[src/rtl/lpfd_pkg.sv]
// Shared types and constants for the length-prefixed frame deframer.
// No dependencies.
package lpfd_pkg;

    localparam int unsigned HDR_BYTES = 4;

    localparam logic [1:0] KIND_HEADER  = 2'd0;
    localparam logic [1:0] KIND_PAYLOAD = 2'd1;
    localparam logic [1:0] KIND_ERROR   = 2'd2;

    localparam logic [1:0] ST_OK        = 2'd0;
    localparam logic [1:0] ST_BAD_FRAME = 2'd1;
    localparam logic [1:0] ST_TOO_LARGE = 2'd2;
    localparam logic [1:0] ST_BAD_VER   = 2'd3;

    localparam logic [1:0] CFG_MAX_FRAME   = 2'd0;
    localparam logic [1:0] CFG_EXP_VERSION = 2'd1;
    localparam logic [1:0] CFG_MAX_PAYLOAD = 2'd2;

    localparam logic [31:0] MAX_FRAME_RST   = 32'd1048576;
    localparam logic [15:0] EXP_VERSION_RST = 16'd1;
    localparam logic [31:0] MAX_PAYLOAD_RST = 32'd1048572;

    typedef struct packed {
        logic [31:0] max_frame_length;
        logic [15:0] expected_version;
        logic [31:0] max_payload_length;
    } cfg_t;

    typedef struct packed {
        logic [1:0]  result_kind;
        logic [1:0]  status;
        logic [15:0] proto_version;
        logic [15:0] message_type;
        logic [31:0] payload_length;
        logic [7:0]  payload_byte;
        logic        last_of_frame;
    } result_t;

endpackage

[src/rtl/length_prefixed_frame_deframer.sv]
// Top level of the length-prefixed frame deframer.
// Depends on lpfd_pkg, lpfd_cfg, lpfd_in_reg, lpfd_core.
//
// Accepts one link byte per clock on the slave stream and keeps that rate
// indefinitely while the master side takes results; each byte passes an
// input register and the parser logic into the result register. The first
// four bytes of a frame form a big-endian length, the next four the version
// and message type; a header result (tuser 0) follows, then one payload word
// per byte (tuser 1) with tlast on the final one. Errors (tuser 2) end the
// frame and the parser waits for a new length. Registers must be written
// by the user on the cfg channel only while no frame is in flight; the
// block does not enforce this.
module length_prefixed_frame_deframer
(
    input  logic        clk,
    input  logic        rst_n,
    input  logic        cfg_valid,
    output logic        cfg_ready,
    input  logic [1:0]  cfg_index,
    input  logic [31:0] cfg_data,
    input  logic        s_tvalid,
    output logic        s_tready,
    input  logic [7:0]  s_tdata,   // in_byte
    output logic        m_tvalid,
    input  logic        m_tready,
    // status[1:0], proto_version[17:2], message_type[33:18],
    // payload_length[65:34], payload_byte[73:66], zero[79:74]
    output logic [79:0] m_tdata,
    output logic [1:0]  m_tuser,   // result_kind
    output logic        m_tlast    // last_of_frame
);

    lpfd_pkg::cfg_t    cfg;
    lpfd_pkg::result_t res;
    logic              byte_valid;
    logic [7:0]        byte_data;
    logic              byte_take;

    assign cfg_ready = 1'b1;

    lpfd_cfg u_cfg
    (
        .clk      (clk),
        .rst_n    (rst_n),
        .wr_en    (cfg_valid),
        .wr_index (cfg_index),
        .wr_data  (cfg_data),
        .cfg      (cfg)
    );

    lpfd_in_reg u_in
    (
        .clk       (clk),
        .rst_n     (rst_n),
        .in_valid  (s_tvalid),
        .in_ready  (s_tready),
        .in_data   (s_tdata),
        .out_valid (byte_valid),
        .out_take  (byte_take),
        .held_data (byte_data)
    );

    lpfd_core u_core
    (
        .clk        (clk),
        .rst_n      (rst_n),
        .cfg        (cfg),
        .byte_valid (byte_valid),
        .byte_data  (byte_data),
        .byte_take  (byte_take),
        .res_valid  (m_tvalid),
        .res_ready  (m_tready),
        .res        (res)
    );

    assign m_tdata = {6'd0, res.payload_byte, res.payload_length,
                      res.message_type, res.proto_version, res.status};
    assign m_tuser = res.result_kind;
    assign m_tlast = res.last_of_frame;

endmodule

[src/rtl/lpfd_cfg.sv]
// Configuration register file for the deframer.
// Depends on lpfd_pkg.
module lpfd_cfg
(
    input  logic               clk,
    input  logic               rst_n,
    input  logic               wr_en,
    input  logic [1:0]         wr_index,
    input  logic [31:0]        wr_data,
    output lpfd_pkg::cfg_t     cfg
);

    lpfd_pkg::cfg_t cfg_reg;

    always_ff @(posedge clk or negedge rst_n)
    begin
        if (!rst_n)
        begin
            cfg_reg.max_frame_length   <= lpfd_pkg::MAX_FRAME_RST;
            cfg_reg.expected_version   <= lpfd_pkg::EXP_VERSION_RST;
            cfg_reg.max_payload_length <= lpfd_pkg::MAX_PAYLOAD_RST;
        end
        else if (wr_en)
        begin
            unique case (wr_index)
                lpfd_pkg::CFG_MAX_FRAME:   cfg_reg.max_frame_length   <= wr_data;
                lpfd_pkg::CFG_EXP_VERSION: cfg_reg.expected_version   <= wr_data[15:0];
                lpfd_pkg::CFG_MAX_PAYLOAD: cfg_reg.max_payload_length <= wr_data;
                default:
                begin
                end
            endcase
        end
    end

    assign cfg = cfg_reg;

endmodule

[src/rtl/lpfd_in_reg.sv]
// Input word register for the deframer.
// No dependencies.
module lpfd_in_reg
(
    input  logic       clk,
    input  logic       rst_n,
    input  logic       in_valid,
    output logic       in_ready,
    input  logic [7:0] in_data,
    output logic       out_valid,
    input  logic       out_take,
    output logic [7:0] held_data
);

    logic       valid_reg;
    logic [7:0] data_reg;

    assign in_ready = !valid_reg || out_take;

    always_ff @(posedge clk or negedge rst_n)
    begin
        if (!rst_n)
        begin
            valid_reg <= 1'b0;
        end
        else if (in_ready)
        begin
            valid_reg <= in_valid;
        end
    end

    always_ff @(posedge clk)
    begin
        if (in_ready && in_valid)
        begin
            data_reg <= in_data;
        end
    end

    assign out_valid = valid_reg;
    assign held_data = data_reg;

endmodule

[src/rtl/lpfd_core.sv]
// Frame parser state machine with registered result output.
// Depends on lpfd_pkg.
module lpfd_core
(
    input  logic                clk,
    input  logic                rst_n,
    input  lpfd_pkg::cfg_t      cfg,
    input  logic                byte_valid,
    input  logic [7:0]          byte_data,
    output logic                byte_take,
    output logic                res_valid,
    input  logic                res_ready,
    output lpfd_pkg::result_t   res
);

    localparam logic [1:0] PH_LEN = 2'd0;
    localparam logic [1:0] PH_HDR = 2'd1;
    localparam logic [1:0] PH_PAY = 2'd2;

    logic [1:0]  phase_reg, phase_next;
    logic [1:0]  idx_reg, idx_next;
    logic [31:0] len_reg, len_next;
    logic [31:0] hdr_reg, hdr_next;
    logic [31:0] plen_reg, plen_next;
    logic [31:0] rem_reg, rem_next;

    logic              out_valid_reg;
    lpfd_pkg::result_t out_reg;

    logic              emit;
    lpfd_pkg::result_t r;
    logic [31:0]       len_sh;
    logic [31:0]       hdr_sh;
    logic              out_free;

    assign len_sh   = {len_reg[23:0], byte_data};
    assign hdr_sh   = {hdr_reg[23:0], byte_data};
    assign out_free = !out_valid_reg || res_ready;

    always_comb
    begin
        phase_next = phase_reg;
        idx_next   = idx_reg;
        len_next   = len_reg;
        hdr_next   = hdr_reg;
        plen_next  = plen_reg;
        rem_next   = rem_reg;
        emit       = 1'b0;
        r          = '0;
        unique case (phase_reg)
            PH_PAY:
            begin
                emit             = 1'b1;
                r.result_kind    = lpfd_pkg::KIND_PAYLOAD;
                r.status         = lpfd_pkg::ST_OK;
                r.payload_length = plen_reg;
                r.payload_byte   = byte_data;
                r.last_of_frame  = (rem_reg <= 32'd1);
                if (rem_reg != 32'd0)
                begin
                    rem_next = rem_reg - 32'd1;
                end
                if (rem_reg <= 32'd1)
                begin
                    phase_next = PH_LEN;
                    idx_next   = 2'd0;
                end
            end
            PH_HDR:
            begin
                hdr_next = hdr_sh;
                if (idx_reg != 2'd3)
                begin
                    idx_next = idx_reg + 2'd1;
                end
                else
                begin
                    idx_next         = 2'd0;
                    emit             = 1'b1;
                    r.proto_version  = hdr_sh[31:16];
                    r.message_type   = hdr_sh[15:0];
                    r.payload_length = plen_reg;
                    if (hdr_sh[31:16] != cfg.expected_version)
                    begin
                        phase_next      = PH_LEN;
                        r.result_kind   = lpfd_pkg::KIND_ERROR;
                        r.status        = lpfd_pkg::ST_BAD_VER;
                        r.last_of_frame = 1'b1;
                    end
                    else if (plen_reg > cfg.max_payload_length)
                    begin
                        phase_next      = PH_LEN;
                        r.result_kind   = lpfd_pkg::KIND_ERROR;
                        r.status        = lpfd_pkg::ST_TOO_LARGE;
                        r.last_of_frame = 1'b1;
                    end
                    else
                    begin
                        rem_next        = plen_reg;
                        phase_next      = (plen_reg == 32'd0) ? PH_LEN : PH_PAY;
                        r.result_kind   = lpfd_pkg::KIND_HEADER;
                        r.status        = lpfd_pkg::ST_OK;
                        r.last_of_frame = (plen_reg == 32'd0);
                    end
                end
            end
            default:
            begin
                phase_next = PH_LEN;
                len_next   = len_sh;
                if (idx_reg != 2'd3)
                begin
                    idx_next = idx_reg + 2'd1;
                end
                else
                begin
                    idx_next  = 2'd0;
                    plen_next = len_sh - 32'(lpfd_pkg::HDR_BYTES);
                    if (len_sh < 32'(lpfd_pkg::HDR_BYTES))
                    begin
                        emit            = 1'b1;
                        r.result_kind   = lpfd_pkg::KIND_ERROR;
                        r.status        = lpfd_pkg::ST_BAD_FRAME;
                        r.last_of_frame = 1'b1;
                    end
                    else if (len_sh > cfg.max_frame_length)
                    begin
                        emit            = 1'b1;
                        r.result_kind   = lpfd_pkg::KIND_ERROR;
                        r.status        = lpfd_pkg::ST_TOO_LARGE;
                        r.last_of_frame = 1'b1;
                    end
                    else
                    begin
                        hdr_next   = '0;
                        phase_next = PH_HDR;
                    end
                end
            end
        endcase
    end

    // a word that yields no result never waits on the output side
    assign byte_take = byte_valid && (!emit || out_free);

    always_ff @(posedge clk or negedge rst_n)
    begin
        if (!rst_n)
        begin
            phase_reg     <= PH_LEN;
            idx_reg       <= 2'd0;
            len_reg       <= '0;
            hdr_reg       <= '0;
            plen_reg      <= '0;
            rem_reg       <= '0;
            out_valid_reg <= 1'b0;
        end
        else
        begin
            if (byte_take)
            begin
                phase_reg <= phase_next;
                idx_reg   <= idx_next;
                len_reg   <= len_next;
                hdr_reg   <= hdr_next;
                plen_reg  <= plen_next;
                rem_reg   <= rem_next;
            end
            if (out_free)
            begin
                out_valid_reg <= byte_take && emit;
            end
        end
    end

    always_ff @(posedge clk)
    begin
        if (out_free && byte_take && emit)
        begin
            out_reg <= r;
        end
    end

    assign res_valid = out_valid_reg;
    assign res       = out_reg;

endmodule
[config.mk]
export PLATFORM = sky130hd
export DESIGN_NAME = length_prefixed_frame_deframer
export DESIGN_NICKNAME = d
export VERILOG_FILES = /design/src/rtl/lpfd_pkg.sv /design/src/rtl/length_prefixed_frame_deframer.sv /design/src/rtl/lpfd_cfg.sv /design/src/rtl/lpfd_in_reg.sv /design/src/rtl/lpfd_core.sv
export SDC_FILE = /design/constraint.sdc
export NUM_CORES = 1
export LEC_CHECK = 0
export ABC_CLOCK_PERIOD_IN_PS = 8280
export BUFFER_PORTS_ARGS = -buffer_cell sky130_fd_sc_hd__buf_4
export CORE_MARGIN = 1
export CORE_UTILIZATION = 60
export DETAILED_ROUTE_END_ITERATION = 16
export GPL_TIMING_DRIVEN = 0
export PLACE_DENSITY_LB_ADDON = 0.08
export SLEW_MARGIN = 30
export SYNTH_ARGS = -nofsm -noshare
export SYNTH_HDL_FRONTEND = slang
export SYNTH_SLANG_ARGS = --single-unit
[constraint.sdc]
create_clock -name clk -period 8.28 [get_ports clk]
set_clock_uncertainty 0.1 [all_clocks]
set_input_delay 1.656 -clock clk [delete_from_list [all_inputs] [get_ports clk]]
set_output_delay 1.656 -clock clk [all_outputs]
set_load 0.005 [all_outputs]
==> metrics, run 1 <==
commonest non-fill, non-tap cell in the layout dfrtp_1; placed cells 1,766; Pre-antenna DRT Iters 5; Async SR Flop Fraction 0.700; drt total wl 37.9 mm; CP required 6520 ps; GPL Wtd Cong 0.935; H-tree depth 1; remaining antenna violation count after routing 0; first-pass GRT wire length 59.1 mm; Yosys warning count 0; Post-DP HPWL 27.0 mm; Peak VDD IR 0.000202 V; vias 10,800; Area contributors post-synth dfrtp_1, edfxtp_1, ha_1; worst setup path category register to output pin; Final Non-Filler Cells 1,822; PostCTS Resize Cnt 0; hold crit path type register to register; fraction of layout cells with a size suffix above 1 0.212; Hold Buf Count CTS 0; Max Root-Sink Buffers 3; CTS sink count 283; pwr/cell area 313 nW/um^2; # diodes 0; Post-synth EDFFs 85; Syn-to-layout area delta 17.9%; Ports 133; cell count after synthesis 1,312; core area 23,400 sq um; Rows 56; Starting Density 0.611; Leak 7.15 nW; CTS tree done; Worst setup EP type output pin; flops & latches, synth 283; die width 156 um; GRT Util Overall 0.319; RSZ-0062 raised after global routing no; Initial DRC Count 865; Num CTS Buffers 30; die area 24,400 sq um; Fin Setup TNS 0 ps; sequential area share after synthesis 0.527; Max FO, Critical Path 8; grt total ovfl 0; vias in the first global route 10,600; WL per Instance 20.8 um; clock latency on the worst-skew pair 560 ps; drt drc 0; fmax 172 MHz; initial antenna violation count 0; Setup Viol. Count Final 0; Final Hold Fails 0; Vias/cell 5.95; Worst-path clk slew 60 ps; post-layout min period 5820 ps; outcome finished clean; count of cell types in the netlist 67; root cell of the clock tree clkbuf_16; maximum capacitance violations 0; Layout Nets 1,597; max_slew headroom 0.350; die height 156 um; largest net degree at the start of global routing 77; pre-CTS WS 3140 ps; Main synth FF type dfrtp_1; fin crit share 0.703; max reg flops 80; Power Total 0.00527 W; final slew viol count 0; Mapped Area 14,300 sq um; area leader, netlist dfrtp_1; Worst EP arrival 4060 ps; CP Launch Type register; Finished Core Util 0.720; setup ws final 2460 ps; post-synth top area share 0.312; most frequent cells in the layout dfrtp_1, nand2_1, buf_4, inv_1, edfxtp_1; # Post-CTS Setup Buffers 0; PortBufs 125; Synth Area per Inst 10.9 sq um; Worst Tran Pin Value 966 ps
==> routing by layer <==
| layer | vias up | GRT usage | wire length [um] |
|---|---|---|---|
| met5 | - | 0 | 0 |
| met1 | 5283 | 0.461 | 16600 |
| li1 | 5035 | - | - |
| met2 | 456 | 0.499 | 17300 |
| met4 | 0 | 0.0971 | 1030 |
| met3 | 71 | 0.0507 | 2930 |
==> logic make-up (layout without fill, tap and decap cells) <==
family | after synthesis | after routing | share of synthesized area
other cells | 2 | 7 | 0.000525
buf+inv | 179 | 365 | 0.0542
xor+xnor | 43 | 43 | 0.0263
fa+ha+maj | 71 | 71 | 0.0621
compound gates | 212 | 212 | 0.0973
flops | 283 | 283 | 0.527
mux | 98 | 98 | 0.0749
simple gates | 424 | 424 | 0.158
==> worst max-delay path, stage by stage, from the launching register on <==
cell,delay [ps]
edfxtp_1,620
inv_1,200
ha_1,270
inv_1,70
nor4bb_1,670
nand4bb_4,230
nor4_4,480
o311ai_0,370
a21oi_1,270
nand2_1,150
buf_4,170
==> where the power goes <==
group	leakage, nW	internal (W)	switching (W)
clock	0.511	0.000818	0.000555
combinational	3.49	0.000734	0.000959
sequential	3.15	0.00180	0.000405
total	7.15	0.00335	0.00192
==> area by class of cell <==
cell class | instances | area (sq um)
Sequential cell | 283 | 7530
Fill cell | 1735 | 6560
Clock inverter | 13 | 125
Tap cell | 319 | 399
Clock buffer | 43 | 902
Timing Repair Buffer | 130 | 1080
Inverter | 107 | 402
Buffer | 72 | 373
Multi-Input combinational cell | 855 | 6030
==> Yosys cell counts (7+ instances only) <==
master,number
xor2_1,8
nor3_1,34
mux2i_1,26
clkbuf_1,43
o31ai_1,10
a21oi_1,35
a211o_1,18
mux2_2,72
or4_1,10
nand2_1,144
and3_1,33
nor4b_1,10
or3_1,7
buf_4,15
nand3_1,33
and2_1,43
nor4_1,34
o32ai_1,14
o211ai_1,9
dfstp_2,20
dfrtp_1,178
inv_1,107
nand4_1,22
o21ai_0,80
xnor2_1,35
nor2_1,29
ha_1,71
buf_2,7
a221oi_1,7
edfxtp_1,85
==> final timing paths <==
check,from,endpoint,slack (ps),cells after the start
worst max-delay path,u_in.held_data[2],s_tready,2460,10
worst min-delay path,u_cfg.cfg[28],u_cfg.cfg[28],410,1
worst max register to register,u_in.held_data[2],u_core.res[34],3860,11
worst min register to register,u_cfg.cfg[28],u_cfg.cfg[28],410,1
max in group asynchronous,rst_n,u_cfg.cfg[12],6390,2
min in group asynchronous,rst_n,u_core.rem_reg[27],910,1
==> through the flow <==
stage | cell area, sq um | hold slack [ps]
3_3_place_gp | 15700 | 387
6_report | 16800 | 412
4_1_cts | 16800 | 411
5_1_grt | 16800 | 425
3_5_place_dp | 15800 | 394
2_1_floorplan | 14300 | 368
Power figures use the tool's default switching activity.
==> run 2: changes to the inputs <==
- ABC_AREA: unset -> 1
- ABC_CLOCK_PERIOD_IN_PS: 8280 -> 5050
- CORE_UTILIZATION: 60 -> 55
- clock period: 8.28 -> 5.05 ns (I/O delays scaled with it)
==> run 2 against run 1 <==
  * Worst setup slack worse by 1900 ps
  * Combinational power is 83% higher
  * Via count grew 19%
  * Critical path depth grew 6
  * Highest routed layer unchanged
  * Wire length grew 12%
  * Critical endpoint unchanged
  * Sequential power is 63% higher
  * Synthesized cell count rose by 40%
  * Hold slack worse by 200 ps
  * Utilization down 6.5 points
  * Non-clock buffer count rose by 15
==> metrics, run 2 <==
outcome finished clean; # Post-CTS Setup Buffers 0; initial antenna violation count 0; H-tree depth 1; Worst Tran Pin Value 715 ps; Main synth FF type dfrtp_1; reg2reg start u_in.held_data[6]; PortBufs 125; Worst-path clk slew 60 ps; Finished Core Util 0.655; drt drc 0; Async SR Flop Fraction 0.700; first-pass GRT wire length 67.3 mm; internal power 0.00544 W; GPL Wtd Cong 0.967; Vias/cell 5.46; die width 168 um; Psw 0.00359 W; power share of the sequential group 0.397; pwr/cell area 510 nW/um^2; worst setup path category register to output pin; Starting Density 0.561; die area 28,200 sq um; fmax 225 MHz; die height 168 um; post-layout min period 4440 ps; grt total ovfl 0; Top Usage Layer GRT met2; CP Launch Type register; Num CTS Buffers 31; fraction of layout cells with a size suffix above 1 0.129; Worst path most repeated cell nand2_1; slowest stage cell, crit path edfxtp_1; count of cell types in the netlist 43; Ports 133; worst setup path startpoint u_in.held_data[6]; FF-to-FF End u_core.res[25]; Mapped Area 15,200 sq um; Worst setup EP type output pin; final slew viol count 0; hold crit path type input pin to asynchronous set/reset pin; cells on worst reg2reg path 15; CP required 3940 ps; vias 12,900; count leader, synth nand2_1; Final Hold Fails 0; setup ws final 612 ps; cell count after synthesis 1,838; Initial DRC Count 1,359; area leader, netlist dfrtp_1; largest net degree at the start of global routing 83; CTS tree done; # diodes 0; commonest non-fill, non-tap cell in the layout nand2_1; R2R setup slack 1220 ps; Max Root-Sink Buffers 3; placed cells 2,312; commonest cells in the synthesized netlist nand2_1, inv_1, nor2_1, dfrtp_1, nand4_1; Layout Nets 2,122; Leak 8.90 nW; WL per Instance 17.8 um; share of total power in combinational logic 0.343; Synth Area per Inst 8.25 sq um; sequential area share after synthesis 0.497; max reg flops 80; Post-DP HPWL 31.6 mm; critical path cell sequence ha_1, nand2_1, nor2_1, nand2_1, nand2_1, nand2_1, nand2_1, nand2_1, nand2_1, nand3_1, nand3_2, nand2_4, buf_2, inv_1, nand2_1, buf_4; max_slew headroom 0.523; most frequent cells in the layout nand2_1, inv_1, nor2_1, dfrtp_1, nand4_1; Fillers 2,332; clock power share 0.261; core area 27,000 sq um; flops & latches, synth 283; Peak VDD IR 0.000402 V; Worst EP arrival 3330 ps; Net Sw Frac 0.397; Rows 60; pre-CTS WS 1270 ps; Post-synth EDFFs 85; post-synth top area share 0.294; root cell of the clock tree clkbuf_16; PostCTS Resize Cnt 0; vias in the first global route 12,300; remaining antenna violation count after routing 0; met2 track demand over resource 0.477; Hold Buf Count CTS 0; Syn-to-layout area delta 16.8%; CTS sink count 283; met3 usage 0.0404; drt total wl 42.3 mm; Area contributors post-synth dfrtp_1, edfxtp_1, nand2_1; Max FO, Critical Path 10; Pre-antenna DRT Iters 5; GRT Util Overall 0.307; fin crit share 0.879; clock latency on the worst-skew pair 580 ps; Yosys warning count 0; Slowest Stage Delay on Critical Path 620 ps; Final Non-Filler Cells 2,370; Setup Viol. Count Final 0; RSZ-0062 raised after global routing no; met1 Use GR 0.448; maximum capacitance violations 0
[run 2: kinds of logic (layout without fill, tap and decap cells)]
group	after synthesis	in the layout	synth area share
simple gates	917	917	0.263
buf+inv	338	524	0.0917
flops	283	283	0.497
compound gates	180	180	0.0626
fa+ha+maj	71	71	0.0586
xor+xnor	47	47	0.0272
other cells	2	7	0.000495
[run 2: critical path, delay by kind of cell, from the launching register on]
family / cells / cell delay [ps]
fa+ha+maj: 1 / 380
simple gates: 12 / 1250
buf+inv: 3 / 500
flops: 1 / 620
[run 2: how the worst max path moves through the flow]
stage	endpoint	slack [ps]
2_1_floorplan	u_core.res[0]	1050
3_3_place_gp	u_core.res[26]	-260
3_5_place_dp	s_tready	1270
4_1_cts	s_tready	640
5_1_grt	s_tready	400
6_report	s_tready	610
[run 2: per-layer routing]
metal / part of all wire / vias to the layer above
li1: - / 6277
met2: 0.45 / 487
met3: 0.075 / 74
met5: 0 / -
met1: 0.45 / 6108
met4: 0.030 / 0
[run 2: stage by stage]
| step | hold slack [ps] | area [sq um] | total power (W) | TNS, ps |
|---|---|---|---|---|
| final | 215 | 17700 | 0.00903 | 0 |
| after global routing | 237 | 17700 | 0.00966 | 0 |
| after CTS | 220 | 17700 | 0.00902 | 0 |
| after detailed placement | 359 | 16600 | 0.00665 | 0 |
| after global placement | 357 | 16500 | 0.00656 | -19600 |
| after floorplan | 342 | 15200 | 0.00556 | 0 |
[run 2: final cells by class]
class | instances | area [sq um] | share of cell area
multi-input cells | 1222 | 6250 | 0.353
clock buffers | 40 | 860 | 0.0486
clock inverters | 18 | 206 | 0.0117
plain buffers | 89 | 455 | 0.0257
inverters | 249 | 937 | 0.0529
well taps | 341 | 427 | 0.0241
flip-flops and latches | 283 | 7530 | 0.426
repair buffers | 128 | 1030 | 0.0581
[run 2: power groups by stage]
stage	clock, W	sequential, W	combinational (W)
after global placement	0	0.00359	0.00296
after detailed placement	0	0.00359	0.00306
after CTS	0.00238	0.00356	0.00308
after floorplan	0	0.00334	0.00222
after global routing	0.00248	0.00364	0.00355
final	0.00235	0.00358	0.00310
==> run 3: changes to the inputs <==
- ABC_AREA: 1 -> unset
- CORE_UTILIZATION: 55 -> 54
- CTS_BUF_LIST: unset -> sky130_fd_sc_hd__clkbuf_4 sky130_fd_sc_hd__clkbuf_8 sky130_fd_sc_hd__clkbuf_16
==> run 3 against run 2 <==
  * Critical path depth down 7
  * First-iteration DRC count down 32%
  * Sequential share of layout area is 2.1 points higher
  * Register-to-register slack worse by 490 ps
  * Via count fell by 16%
  * Worst setup slack lost 390 ps
  * Utilization fell by 0.53 points
  * Non-clock buffer count down 15
  * Combinational power shrank 10%
  * Power is 4.1% lower
  * Critical endpoint unchanged
  * Highest routed layer unchanged
==> metrics, run 3 (synthesis results as in run 1) <==
Pre-antenna DRT Iters 5; final slew viol count 0; post-route cell area 16,900 sq um; slowest stage cell, crit path nor4bb_2; # diodes 0; Slowest Stage Delay on Critical Path 600 ps; Post-DP HPWL 28.0 mm; core area 26,000 sq um; Peak VDD IR 0.000344 V; Layout Nets 1,598; commonest non-fill, non-tap cell in the layout dfrtp_1; Final Non-Filler Cells 1,839; max reg flops 80; Top Usage Layer GRT met2; met2 track demand over resource 0.470; GPL Wtd Cong 0.914; vias 10,800; clock latency on the worst-skew pair 560 ps; fmax 207 MHz; met3 usage 0.0477; worst setup path category register to output pin; fraction of layout cells with a size suffix above 1 0.215; first-pass GRT wire length 59.9 mm; FF-to-FF End u_core.res[68]; placed cells 1,782; post-layout min period 4830 ps; Rows 59; Hold Buf Count CTS 0; Max FO, Critical Path 8; Num CTS Buffers 31; outcome finished clean; pwr/cell area 513 nW/um^2; critical path cell sequence clkbuf_1, nor3_1, nor4bb_2, nand4bb_4, nor4_4, o311ai_2, a21oi_1, nand2_1, buf_4; R2R setup slack 730 ps; grt total ovfl 0; die width 165 um; vias in the first global route 10,600; root cell of the clock tree clkbuf_16; PortBufs 125; CP Launch Type register; die height 165 um; Power Total 0.00866 W; CTS sink count 283; hold crit path type input pin to asynchronous set/reset pin; drt drc 0; remaining antenna violation count after routing 0; met1 Use GR 0.413; drt total wl 38.5 mm; die area 27,100 sq um; Vias/cell 5.88; WL per Instance 20.9 um; reg2reg start u_core.len_reg[22]; setup ws final 223 ps; fin crit share 0.956; maximum capacitance violations 0; largest net degree at the start of global routing 84; CTS tree done; Setup Viol. Count Final 0; most frequent cells in the layout dfrtp_1, nand2_1, buf_4, inv_1, edfxtp_1; Max Root-Sink Buffers 3; Ports 133; H-tree depth 1; GRT Util Overall 0.293; Final Hold Fails 0; Leak 7.15 nW; Cell Area, Placed 15,800 sq um; RSZ-0062 raised after global routing no; Starting Density 0.550; pre-CTS WS 549 ps; Worst-path clk slew 60 ps; initial antenna violation count 0; Worst EP arrival 3720 ps; CP required 3940 ps; max_slew headroom 0.329; Initial DRC Count 927; cells on worst reg2reg path 10; Worst Tran Pin Value 998 ps; Worst setup EP type output pin; Finished Core Util 0.650; Syn-to-layout area delta 18.1%
==> run 3: cell count changes in the layout (fill, tap and decap cells not counted), moves of 43 or more <==
| cell | before | now |
|---|---|---|
| nand4_1 | 136 | 22 |
| inv_1 | 246 | 107 |
| nor2_1 | 192 | 28 |
| nand2_1 | 506 | 144 |
| mux2_2 | 0 | 72 |
| and2_1 | 0 | 43 |
| o21ai_0 | 126 | 80 |
==> run 3: what timing repair did <==
action                                  CTS  global route
pin swaps                                 0             0
endpoints found under the setup margin    1             1
buffers inserted                          0             0
gates resized for setup                   2             1
==> run 3: metal layers <==
metal  up-vias  wire length (um)
li1       5029                 -
met1      5328             16900
met2       386             18000
met3        72              2610
met4         0               946
met5         -                 0
==> run 3: how the worst max path moves through the flow <==
stage | startpoint | end | slack, ps | cells past startpoint
final | u_in.held_data[5] | s_tready | 220 | 9
after global placement | u_in.held_data[5] | u_core.res[37] | -1500 | 8
after floorplan | u_core.len_reg[4] | u_core.res[0] | 50 | 8
after CTS | u_core.len_reg[22] | s_tready | 180 | 9
after global routing | u_in.held_data[2] | s_tready | 10 | 10
after detailed placement | u_in.held_data[2] | s_tready | 550 | 10
==> run 3: critical path: cells and delay by family, from the launching register on <==
family	cells	cell delay (ps)
AOI/OAI and AO/OA	2	400
buffers and inverters	2	520
DFF	1	410
and+or+nand+nor	5	1820
==> run 3: stage by stage <==
stage	setup TNS, ps	hold slack [ps]
global placement	-115670	389
global route	0	311
finish	0	277
floorplan	0	368
detailed placement	0	395
CTS	0	288
==> run 3: report_power, final <==
part	total, W	internal [W]	switching, W
registers	0.00360	0.00294	0.000661
logic	0.00278	0.00121	0.00158
clock network	0.00228	0.00135	0.000930
==> run 3: final cells by class <==
type                            instances  area [sq um]
Clock buffer                           34           805
Fill cell                            2108          9110
Timing Repair Buffer                  130          1080
Tap cell                              335           419
Inverter                              107           402
Buffer                                 72           373
Clock inverter                         23           220
Multi-Input combinational cell        855          6040
Sequential cell                       283          7530
